--- config.mk ---
export PLATFORM = sky130hd
export DESIGN_NAME = double_ended_queue
export DESIGN_NICKNAME = d
export VERILOG_FILES = /design/src/hw/rtl/dq_pkg.sv /design/src/hw/rtl/dq_cell.sv /design/src/hw/rtl/double_ended_queue.sv
export VERILOG_INCLUDE_DIRS = /design/src /design/src/hw/rtl
export SDC_FILE = /design/constraint.sdc
export NUM_CORES = 1
export LEC_CHECK = 0
export BUFFER_PORTS_ARGS = -buffer_cell sky130_fd_sc_hd__clkbuf_2
export CAP_MARGIN = 15
export CORE_MARGIN = 3
export CORE_UTILIZATION = 59
export CTS_BUF_LIST = sky130_fd_sc_hd__clkbuf_4
export DETAILED_ROUTE_END_ITERATION = 10
export GPL_TIMING_DRIVEN = 0
export PLACE_DENSITY_LB_ADDON = 0.1
export REMOVE_ABC_BUFFERS = 1
export SLEW_MARGIN = 0
export SYNTH_ARGS = -nofsm -noshare
export SYNTH_HDL_FRONTEND = slang
export SYNTH_HIERARCHICAL = 1
export SYNTH_SLANG_ARGS = --single-unit
--- constraint.sdc ---
create_clock -name clk -period 3.7 [get_ports clk]
set_input_delay 0.185 -clock clk [delete_from_list [all_inputs] [get_ports clk]]
set_output_delay 0.185 -clock clk [all_outputs]
set_load 0.02 [all_outputs]
--- src/hw/rtl/assert_macros.svh ---
// ============================================================================
// Assertion macros
// Shared concurrent assertion macros, clocked on clk and disabled in reset.
// ============================================================================
`ifndef ASSERT_MACROS_SVH
`define ASSERT_MACROS_SVH
`ifndef NO_ASSERTIONS
// Checks that a condition holds at every clock edge out of reset.
`define DQ_ASSERT(lbl, cond, msg) \
    lbl: assert property (@(posedge clk) disable iff (!rst_n) (cond)) else $error(msg);
// Checks that a trigger implies a consequence in the same cycle.
`define DQ_ASSERT_IMP(lbl, trig, cons, msg) \
    lbl: assert property (@(posedge clk) disable iff (!rst_n) (trig) |-> (cons)) else $error(msg);
// Checks that a trigger implies a consequence in the next cycle.
`define DQ_ASSERT_NEXT(lbl, trig, cons, msg) \
    lbl: assert property (@(posedge clk) disable iff (!rst_n) (trig) |=> (cons)) else $error(msg);
`else
`define DQ_ASSERT(lbl, cond, msg)
`define DQ_ASSERT_IMP(lbl, trig, cons, msg)
`define DQ_ASSERT_NEXT(lbl, trig, cons, msg)
`endif
`endif

--- src/hw/rtl/dq_pkg.sv ---
// ============================================================================
// Deque package
// Request kinds, status codes and the control word for one storage cell.
// ============================================================================
`timescale 1ns / 1ps

package dq_pkg;

    // Default number of storage cells.
    localparam int DEFAULT_CAPACITY = 16;

    // Width of one stored word.
    localparam int WORD_W = 32;

    // Request kinds carried on the input tuser.
    typedef enum logic [2:0] {
        KIND_PUSH_FRONT = 3'd0,
        KIND_PUSH_BACK  = 3'd1,
        KIND_POP_FRONT  = 3'd2,
        KIND_POP_BACK   = 3'd3,
        KIND_LIST       = 3'd4
    } kind_t;

    // Result status codes carried on the output tuser.
    typedef enum logic [1:0] {
        STAT_OK    = 2'd0,
        STAT_EMPTY = 2'd1,
        STAT_FULL  = 2'd2
    } status_t;

    // What a cell does with its word at each clock edge.
    typedef enum logic [1:0] {
        CELL_HOLD  = 2'd0,
        CELL_SHR   = 2'd1,
        CELL_SHL   = 2'd2,
        CELL_LOAD  = 2'd3
    } cell_mode_t;

    // Control word handed to every cell.
    typedef struct packed {
        cell_mode_t               mode;
        logic signed [WORD_W-1:0] load_word;
    } cell_ctrl_t;

endpackage

--- src/hw/rtl/dq_cell.sv ---
// ============================================================================
// Deque storage cell
// Holds one word and takes it from a neighbor, a load word, or keeps it.
// ============================================================================
`timescale 1ns / 1ps

module dq_cell (
    input  logic                              clk,
    input  dq_pkg::cell_ctrl_t                ctrl,
    input  logic signed [dq_pkg::WORD_W-1:0]  left_word,   // toward the front
    input  logic signed [dq_pkg::WORD_W-1:0]  right_word,  // toward the back
    output logic signed [dq_pkg::WORD_W-1:0]  word
);

    logic signed [dq_pkg::WORD_W-1:0] word_reg;
    logic signed [dq_pkg::WORD_W-1:0] word_next;

    // Select the new word for this position.
    always_comb
    begin
        unique case (ctrl.mode)
            dq_pkg::CELL_SHR:  word_next = left_word;
            dq_pkg::CELL_SHL:  word_next = right_word;
            dq_pkg::CELL_LOAD: word_next = ctrl.load_word;
            default:           word_next = word_reg;
        endcase
    end

    // Payload register, no reset needed.
    always_ff @(posedge clk)
    begin
        word_reg <= word_next;
    end

    assign word = word_reg;

endmodule

--- src/hw/rtl/double_ended_queue.sv ---
// ============================================================================
// Double-ended queue
// Bounded deque of signed words kept in a row of shifting cells, front first.
// ============================================================================
//
//  Channel  Direction  tdata           tuser         tlast
//  s_axis   in         value[31:0]     kind[2:0]     -
//  m_axis   out        element[31:0]   status[1:0]   final_res
//
//  A push or pop loads its status word into the output register when taken.
//  A listing emits each held word in turn from the front, rotating the cell
//  row one position per emitted word while the output register is free; the
//  input is not ready meanwhile. A new request is taken while the output
//  register is free or being taken. Reset empties the queue at once; cell contents are not cleared.
//
`timescale 1ns / 1ps
`include "assert_macros.svh"

module double_ended_queue #(
    parameter int CAPACITY = dq_pkg::DEFAULT_CAPACITY
) (
    input  logic                              clk,
    input  logic                              rst_n,
    input  logic                              s_axis_tvalid,
    output logic                              s_axis_tready,
    input  logic signed [dq_pkg::WORD_W-1:0]  s_axis_tdata,   // value[31:0]
    input  logic [2:0]                        s_axis_tuser,   // kind[2:0]
    output logic                              m_axis_tvalid,
    input  logic                              m_axis_tready,
    output logic signed [dq_pkg::WORD_W-1:0]  m_axis_tdata,   // element[31:0]
    output logic [1:0]                        m_axis_tuser,   // status[1:0]
    output logic                              m_axis_tlast    // final_res
);

    localparam int CNT_W = $clog2(CAPACITY + 1);
    localparam int IDX_W = $clog2(CAPACITY);

    typedef enum logic [1:0] {
        ST_IDLE = 2'b01,
        ST_LIST = 2'b10
    } state_t;

    state_t                            state_reg, state_next;
    logic [CNT_W-1:0]                  count_reg, count_next;
    logic [IDX_W-1:0]                  idx_reg, idx_next;
    logic                              out_valid_reg, out_valid_next;
    logic [1:0]                        out_status_reg, out_status_next;
    logic signed [dq_pkg::WORD_W-1:0]  out_element_reg, out_element_next;
    logic                              out_last_reg, out_last_next;

    logic signed [dq_pkg::WORD_W-1:0]  words [CAPACITY];
    logic                              out_free;
    logic                              accept;
    logic                              list_step;
    logic                              full;
    logic                              empty;
    logic                              do_push_front;
    logic                              do_push_back;
    logic                              do_pop_front;

    // Handshake and queue condition.
    assign out_free      = !out_valid_reg || m_axis_tready;
    assign s_axis_tready = (state_reg == ST_IDLE) && out_free;
    assign accept        = s_axis_tvalid && s_axis_tready;
    assign list_step     = (state_reg == ST_LIST) && out_free;
    assign full          = (count_reg == CNT_W'(CAPACITY));
    assign empty         = (count_reg == '0);

    // Operations that move the cell row.
    assign do_push_front = accept && (s_axis_tuser == dq_pkg::KIND_PUSH_FRONT) && !full;
    assign do_push_back  = accept && (s_axis_tuser == dq_pkg::KIND_PUSH_BACK) && !full;
    assign do_pop_front  = accept && (s_axis_tuser == dq_pkg::KIND_POP_FRONT) && !empty;

    // Row of cells; the word at position zero is the front.
    for (genvar i = 0; i < CAPACITY; i++) begin : g_cell
        dq_pkg::cell_ctrl_t               ctrl;
        logic signed [dq_pkg::WORD_W-1:0] left_word;
        logic signed [dq_pkg::WORD_W-1:0] right_word;

        if (i == 0) begin : g_first
            assign left_word = s_axis_tdata;
        end else begin : g_inner_left
            assign left_word = words[i-1];
        end

        if (i == CAPACITY - 1) begin : g_last
            assign right_word = words[0];
        end else begin : g_inner_right
            logic is_tail;

            // The last held word takes the front word back while listing.
            assign is_tail    = (count_reg == CNT_W'(i + 1));
            assign right_word = (list_step && is_tail) ? words[0] : words[i+1];
        end

        // Per-cell mode from the shared operation.
        always_comb
        begin
            ctrl.load_word = s_axis_tdata;
            priority if (do_push_front)
                ctrl.mode = dq_pkg::CELL_SHR;
            else if (do_pop_front || list_step)
                ctrl.mode = dq_pkg::CELL_SHL;
            else if (do_push_back && (count_reg == CNT_W'(i)))
                ctrl.mode = dq_pkg::CELL_LOAD;
            else
                ctrl.mode = dq_pkg::CELL_HOLD;
        end

        dq_cell u_cell (
            .clk        (clk),
            .ctrl       (ctrl),
            .left_word  (left_word),
            .right_word (right_word),
            .word       (words[i])
        );
    end

    // Request handling, listing sequence and output register.
    always_comb
    begin
        state_next       = state_reg;
        count_next       = count_reg;
        idx_next         = idx_reg;
        out_valid_next   = out_valid_reg && !m_axis_tready;
        out_status_next  = out_status_reg;
        out_element_next = out_element_reg;
        out_last_next    = out_last_reg;

        if (accept) begin
            out_element_next = '0;
            out_last_next    = 1'b1;
            unique case (s_axis_tuser)
                dq_pkg::KIND_PUSH_FRONT, dq_pkg::KIND_PUSH_BACK:
                begin
                    out_valid_next = 1'b1;
                    if (full) begin
                        out_status_next = dq_pkg::STAT_FULL;
                    end else begin
                        out_status_next = dq_pkg::STAT_OK;
                        count_next      = count_reg + CNT_W'(1);
                    end
                end
                dq_pkg::KIND_POP_FRONT, dq_pkg::KIND_POP_BACK:
                begin
                    out_valid_next = 1'b1;
                    if (empty) begin
                        out_status_next = dq_pkg::STAT_EMPTY;
                    end else begin
                        out_status_next = dq_pkg::STAT_OK;
                        count_next      = count_reg - CNT_W'(1);
                    end
                end
                dq_pkg::KIND_LIST:
                begin
                    if (empty) begin
                        out_valid_next  = 1'b1;
                        out_status_next = dq_pkg::STAT_EMPTY;
                    end else begin
                        state_next = ST_LIST;
                        idx_next   = '0;
                    end
                end
                default:
                begin
                    // Unused kinds are dropped without a result.
                end
            endcase
        end

        // Emit the front word while the row rotates under it.
        if (list_step) begin
            out_valid_next   = 1'b1;
            out_status_next  = dq_pkg::STAT_OK;
            out_element_next = words[0];
            out_last_next    = (CNT_W'(idx_reg) == count_reg - CNT_W'(1));
            idx_next         = idx_reg + IDX_W'(1);
            if (CNT_W'(idx_reg) == count_reg - CNT_W'(1)) begin
                state_next = ST_IDLE;
            end
        end
    end

    // Control registers.
    always_ff @(posedge clk or negedge rst_n)
    begin
        if (!rst_n) begin
            state_reg     <= ST_IDLE;
            count_reg     <= '0;
            idx_reg       <= '0;
            out_valid_reg <= 1'b0;
        end else begin
            state_reg     <= state_next;
            count_reg     <= count_next;
            idx_reg       <= idx_next;
            out_valid_reg <= out_valid_next;
        end
    end

    // Output payload registers.
    always_ff @(posedge clk)
    begin
        out_status_reg  <= out_status_next;
        out_element_reg <= out_element_next;
        out_last_reg    <= out_last_next;
    end

    assign m_axis_tvalid = out_valid_reg;
    assign m_axis_tdata  = out_element_reg;
    assign m_axis_tuser  = out_status_reg;
    assign m_axis_tlast  = out_last_reg;

    // Checks on the queue bookkeeping and the listing sequence.
    `DQ_ASSERT(a_count_bound, count_reg <= CNT_W'(CAPACITY), "count above capacity")
    `DQ_ASSERT_IMP(a_list_blocks_input, state_reg == ST_LIST, !s_axis_tready,
                   "input ready while listing")
    `DQ_ASSERT_IMP(a_list_index, state_reg == ST_LIST, CNT_W'(idx_reg) < count_reg,
                   "list index past count")
    `DQ_ASSERT_IMP(a_status_word, out_valid_reg && (out_status_reg != dq_pkg::STAT_OK),
                   (out_element_reg == '0) && out_last_reg, "status word not clean")
    `DQ_ASSERT_NEXT(a_list_start, accept && (s_axis_tuser == dq_pkg::KIND_LIST) && !empty,
                    state_reg == ST_LIST, "listing did not start")

endmodule

==> flow_summary_export.csv, run 1 <==
group,metric,value,unit
detailed_routing,routed_wl,108000,µm
placed_design,place_congestion,0.813,
detailed_routing,routedWlPerCell,26.8,µm
finish,multi_input_area,0.0175,mm²
worst_setup_path,crit_type,"reg -> reg",
logic_synthesis,ys_warn_count,6,
cts,htree_levels,4,
sta,worstMarginPinSlew,1.16,ns
logic_synthesis,synth_top_area_share,45.5,%
logic_synthesis,yosys-top-cells-count,"545 x edfxtp_1, 518 x nor2_1, 516 x mux2i_1",
min_path,worstHoldPathType,"in -> reg",
pwr,p_per_area,812,mW/mm²
pwr,peakVddDrop,0.472,mV
pwr,leakage,0.0138,µW
logic_synthesis,yosys.area.top_type,"edfxtp_1",
detailed_routing,postRouteAntennaNets,0,
detailed_routing,drt_iter0_drc,2662,
logic_synthesis,yosysMostFrequentCell,"edfxtp_1",
global_routing,grt_pass1_vias,25900,
pwr,power,32000,µW
logic_synthesis,async_reset_ff_share,2.15,%
global_routing,grt_start_max_net_pins,38,
global_routing,antenna_found_initial,4,
sta,fin_crit_sh,99.6,%
floorplan,start_util,60.3,%
logic_synthesis,synth_edf_count,545,
worst_setup_path,cp_max_fo,16,
worst_setup_path,worstPathArrival,4.33,ns
sta,skew,0.0743,ns
cts,worstSkewPairLatency,1.05,ns
sta,hold_slack,0.162,ns
sta,max_freq,271,MHz
logic_synthesis,synth-seq-area-share,46.4,%
floorplan,die_h,253,µm
finish,fin_nets,3196,
sta,final.min_clock_period,3.69,ns
sta,setup_viol_count_final,0,
cts,cts_buffer_depth,3,
sta,slew_headroom,23.0,%
floorplan,io_pins,76,
placed_design,hpwl,64900,µm
floorplan,dieArea,0.0640,mm²
finish,largest_reg_flops,512,
detailed_routing,vias_per_cell,6.45,
logic_synthesis,ys_ff_latch,559,
sta,hold_viol_final,0,
worst_setup_path,crit_required,4.35,ns
floorplan,row_count,89,
detailed_routing,vias,26000,
worst_setup_path,worstSetupStartpointType,"register",
finish,final_cells,4037,
logic_synthesis,syn_area_per_cell,11.8,µm²
sta,grt_setup_unrepaired,"no",
run,max_cap_viol_count,0,
placed_design,dp_cells,3690,
logic_synthesis,synthesis.instances,3059,
logic_synthesis,yosys_most_used_dff,"edfxtp_1",
finish,ff_latch_area,0.0167,mm²
cts,numCtsBuffers,155,
placed_design,port_buffers,75,
global_routing,grt_pass1_wl,159000,µm
logic_synthesis,netlist_area,0.0360,mm²
cts,clkTransAtPathRegs,0.06,ns
finish,drive_gt1_share,29.6,%
logic_synthesis,synth_cell_types,54,
cts,cts_tree,"built",
sta,slew_violations,0,
floorplan,core_area,0.0597,mm²
logic_synthesis,synthTopCellsByArea,"edfxtp_1 45%, mux2i_1 14%, mux2_2 9.9%",
global_routing,grt_usage,32.9,%
global_routing,overflow,0,
detailed_routing,drc,0,
floorplan,fp.dieW,253,µm
run_status,status,"finished, final reports clean",
finish,nFillCells,4516,
cts,cts.sinks,559,
worst_setup_path,critical_path.endpoint_type,"register",
finish,area_delta_synth_final,9.55,%
cts,cts.root.buffer_cell,"clkbuf_4",
detailed_routing,drt_pass1_iterations,6,
worst max-delay path, cell delays in order, from the launching register on:
cell and delay (ns):
dfrtp_1 0.55, and2b_1 0.39, and2_0 0.54, nand2_1 0.45, o21ai_4 0.77, or2_4 0.60
cell families after synthesis:
group           count (synthesis)  share of synthesized area, %
compound gates                564                          7.96
flops                         559                          46.4
mux                           996                          30.9
buf+inv                       286                          6.54
fa+ha+maj                       7                         0.243
simple gates                  636                          7.62
xor+xnor                       11                         0.268
power breakdown:
part / switching (µW) / internal (µW)
clock: 2690 / 2960
sequential: 1730 / 11000
combinational: 8240 / 5390
total: 12700 / 19400
through the flow:
step	TNS (ns)	area (µm²)	utilization [%]	worst slack [ns]
after global placement	-7028.18	35000	58.6	-7.84
final	0	39400	66.0	0.0148
after detailed placement	-1035.56	36700	61.5	-2.00
after floorplan	-2771.49	33700	-	-2.91
after CTS	0	39300	65.8	0.0186
after global routing	0	39400	66.0	0.0147
final timing paths:
| path | slack (ns) | endpoint | start | cells after the start |
|---|---|---|---|---|
| setup / recovery | 0.01 | g_cell[9].u_cell/word[18] | count_reg[2] | 5 |
| hold / removal | 0.16 | count_reg[2] | s_axis_tuser[2] | 4 |
| setup reg to reg | 0.01 | g_cell[9].u_cell/word[18] | count_reg[2] | 5 |
| hold reg to reg | 0.49 | m_axis_tuser[0] | m_axis_tuser[0] | 2 |
| max in group asynchronous | 3.03 | m_axis_tvalid | rst_n | 3 |
| min in group asynchronous | 0.24 | idx_reg[2] | rst_n | 3 |
cell type report:
| class | count | area share (%) |
|---|---|---|
| Clock inverter | 23 | 0.219 |
| Clock buffer | 244 | 4.65 |
| Inverter | 6 | 0.0571 |
| Multi-Input combinational cell | 2230 | 44.4 |
| Timing Repair Buffer | 198 | 5.78 |
| Tap cell | 773 | 2.45 |
| Antenna cell | 4 | 0.0254 |
| Sequential cell | 559 | 42.4 |
timing repair:
item | 4_1_cts | 5_1_grt
hold buffers | 43 | 0
cloned | 9 | 7
pin swaps | 11 | 4
endpoints found under the hold margin | 540 | 0
setup endpoints to repair | 1020 | 227
gates resized for setup | 25 | 5
setup buffers | 12 | 5
layout by cell type, fill, tap and decap left out, types with 15 or more instances in the layout:
| cell | count |
|---|---|
| nor2_1 | 518 |
| mux2_2 | 317 |
| a21oi_1 | 515 |
| buf_12 | 50 |
| o21ai_4 | 32 |
| mux2_4 | 150 |
| dlygate4sd3_1 | 43 |
| mux2i_1 | 516 |
| or2_4 | 25 |
| nand2_1 | 19 |
| and3_1 | 36 |
| buf_4 | 15 |
| edfxtp_1 | 545 |
| clkinv_1 | 15 |
| clkbuf_4 | 244 |
| clkbuf_2 | 75 |
routing by layer:
metal	up-vias	routed length [µm]	track usage [%]
met5	-	13	0
met4	2	4500	13.5
met3	293	10800	8.20
met2	1437	51300	54.5
met1	12700	41800	41.3
li1	11600	-	-
(Power assumes the default switching activity.)
==> inputs of run 2 (changes only) <==
==> constraint.sdc (replaced) <==
create_clock -name clk -period 4 [get_ports clk]
set_input_delay 0.2 -clock clk [delete_from_list [all_inputs] [get_ports clk]]
set_output_delay 0.2 -clock clk [all_outputs]
set_load 0.02 [all_outputs]
==> flow_summary_export.csv, run 2 (synthesis results as in run 1) <==
group,metric,value,unit
detailed_routing,vias_per_cell,6.35,
run,max_cap_viol_count,0,
sta,fin_crit_sh,99.8,%
worst_setup_path,cp_top_family,"simple AND/OR/NAND/NOR gates",
finish,finish.utilization,65.7,%
sta,slew_violations,0,
pwr,power,29200,µW
finish,final_common_cell,"edfxtp_1",
worst_setup_path,crit_start,"m_axis_tvalid",
worst_setup_path,critical_path.endpoint_type,"register",
cts,cts_tree,"built",
min_path,min_path_cells,4,
placed_design,hpwl,64900,µm
finish,drive_gt1_share,29.0,%
finish,fin_nets,3172,
cts,numCtsBuffers,155,
floorplan,dieArea,0.0640,mm²
worst_setup_path,max_stage_delay,0.75,ns
worst_setup_path,worstSetupStartpointType,"register",
cts,worstSkewPairLatency,1.05,ns
floorplan,row_count,89,
sta,hold_viol_final,0,
finish,final_cells,4014,
finish,area_delta_synth_final,8.92,%
floorplan,core_area,0.0597,mm²
floorplan,fp.dieW,253,µm
cts,clkTransAtPathRegs,0.06,ns
cts,cts.root.buffer_cell,"clkbuf_4",
worst_setup_path,r2r_start,"m_axis_tvalid",
cts,cts.sinks,559,
pwr,leakage,0.0136,µW
floorplan,die_h,253,µm
sta,worstMarginPinSlew,1.07,ns
global_routing,grt_start_max_net_pins,38,
global_routing,grt_pass1_wl,155000,µm
sta,final.min_clock_period,3.99,ns
worst_setup_path,crit_path_top_delay_cell,"nand3_2",
sta,grt_setup_unrepaired,"yes",
finish,nFillCells,4542,
sta,slew_headroom,28.7,%
global_routing,overflow,0,
global_routing,antenna_found_initial,4,
worst_setup_path,rr_worst_depth,6,
cts,htree_levels,4,
placed_design,port_buffers,75,
pwr,p_per_area,744,mW/mm²
detailed_routing,postRouteAntennaNets,0,
floorplan,start_util,60.3,%
cts,cts_buffer_depth,3,
worst_setup_path,crit_type,"reg -> reg",
worst_setup_path,worstPathArrival,4.62,ns
worst_setup_path,critPathBufInv,1,
detailed_routing,routed_wl,103000,µm
run_status,status,"finished, final reports clean",
min_path,worstHoldPathType,"in -> reg",
placed_design,dp_cells,3690,
finish,largest_reg_flops,512,
global_routing,grt_usage,31.8,%
worst_setup_path,crit_required,4.62,ns
sta,setup_viol_count_final,0,
floorplan,io_pins,76,
min_path,min_from,"s_axis_tuser[2]",
detailed_routing,routedWlPerCell,25.6,µm
worst_setup_path,path_cells,"nand2b_4 > and4b_1 > nand3_2 > o21ai_4 > buf_12 > or2_4",
pwr,peakVddDrop,0.430,mV
detailed_routing,drt_pass1_iterations,5,
placed_design,place_congestion,0.813,
worst_setup_path,cp_max_fo,37,
worst_setup_path,path_depth,6,
detailed_routing,drc,0,
detailed_routing,drt_iter0_drc,2391,
finish,final_cell_mix,"545 x edfxtp_1, 518 x nor2_1, 516 x mux2i_1, 515 x a21oi_1, 317 x mux2_2",
global_routing,grt_pass1_vias,25700,
detailed_routing,vias,25500,
sta,skew,0.0758,ns
sta,hold_slack,0.196,ns
sta,max_freq,250,MHz
==> run 2: cell count changes in the layout (fill, tap and decap cells not counted), sizes merged <==
cell,delta
buf,-11
diode,+1
nand2b,-1
o21ai,-3
or2,-9
==> run 2: layout make-up <==
class                           instances  area, µm²  share of cell area, %
Clock inverter                         23       86.3                  0.220
Sequential cell                       559      16700                   42.6
Multi-Input combinational cell       2217      17400                   44.4
Timing Repair Buffer                  187       2170                   5.54
Antenna cell                            5       12.5                 0.0319
Tap cell                              773        967                   2.47
Inverter                                6       22.5                 0.0575
Clock buffer                          244       1830                   4.67
==> run 2: final timing paths <==
| path | to | slack [ns] |
|---|---|---|
| min in group asynchronous | idx_reg[2] | 0.25 |
| max in group asynchronous | m_axis_tvalid | 3.32 |
| min | count_reg[2] | 0.20 |
| max | g_cell[6].u_cell/word[21] | 0.007 |
| max reg2reg | g_cell[6].u_cell/word[21] | 0.007 |
| min reg2reg | m_axis_tuser[0] | 0.49 |
==> run 2: through the flow <==
| stage | setup slack (ns) | TNS, ns | area (µm²) |
|---|---|---|---|
| 6_report | 0.00690 | 0 | 39200 |
| 5_1_grt | -0.0396 | -0.668 | 39200 |
| 4_1_cts | 0.00355 | 0 | 39200 |
| 2_1_floorplan | -2.61 | -2464.29 | 33700 |
| 3_3_place_gp | -7.54 | -6712.54 | 35000 |
| 3_5_place_dp | -1.70 | -740.65 | 36700 |
==> run 2: power breakdown <==
part	internal (µW)	switching [µW]	leakage (µW)	total (µW)
clock network	2740	2470	0.00118	5210
registers	10200	1590	0.00521	11800
logic	4880	7300	0.00725	12200
==> run 2: repair_timing <==
item	CTS	global route
pin swaps	4	3
gates resized for setup	18	2
hold buffers	43	0
setup endpoints to repair	920	105
setup buffers	6	0
cloned	1	2
hold endpoints to repair	538	0
==> run 2: worst reg2reg max path, cell delays in order (launching register included) <==
cell and delay, ns:
dfrtp_1 0.41, nand2b_4 0.43, and4b_1 0.38, nand3_2 0.75, o21ai_4 0.73, buf_12 0.30
or2_4 0.64
==> run 2: per-layer routing <==
metal,track usage (%),share of wire (%)
met5,0,0
met4,12.2,3.3
met3,7.85,9.0
met2,53.3,48
met1,40.0,40
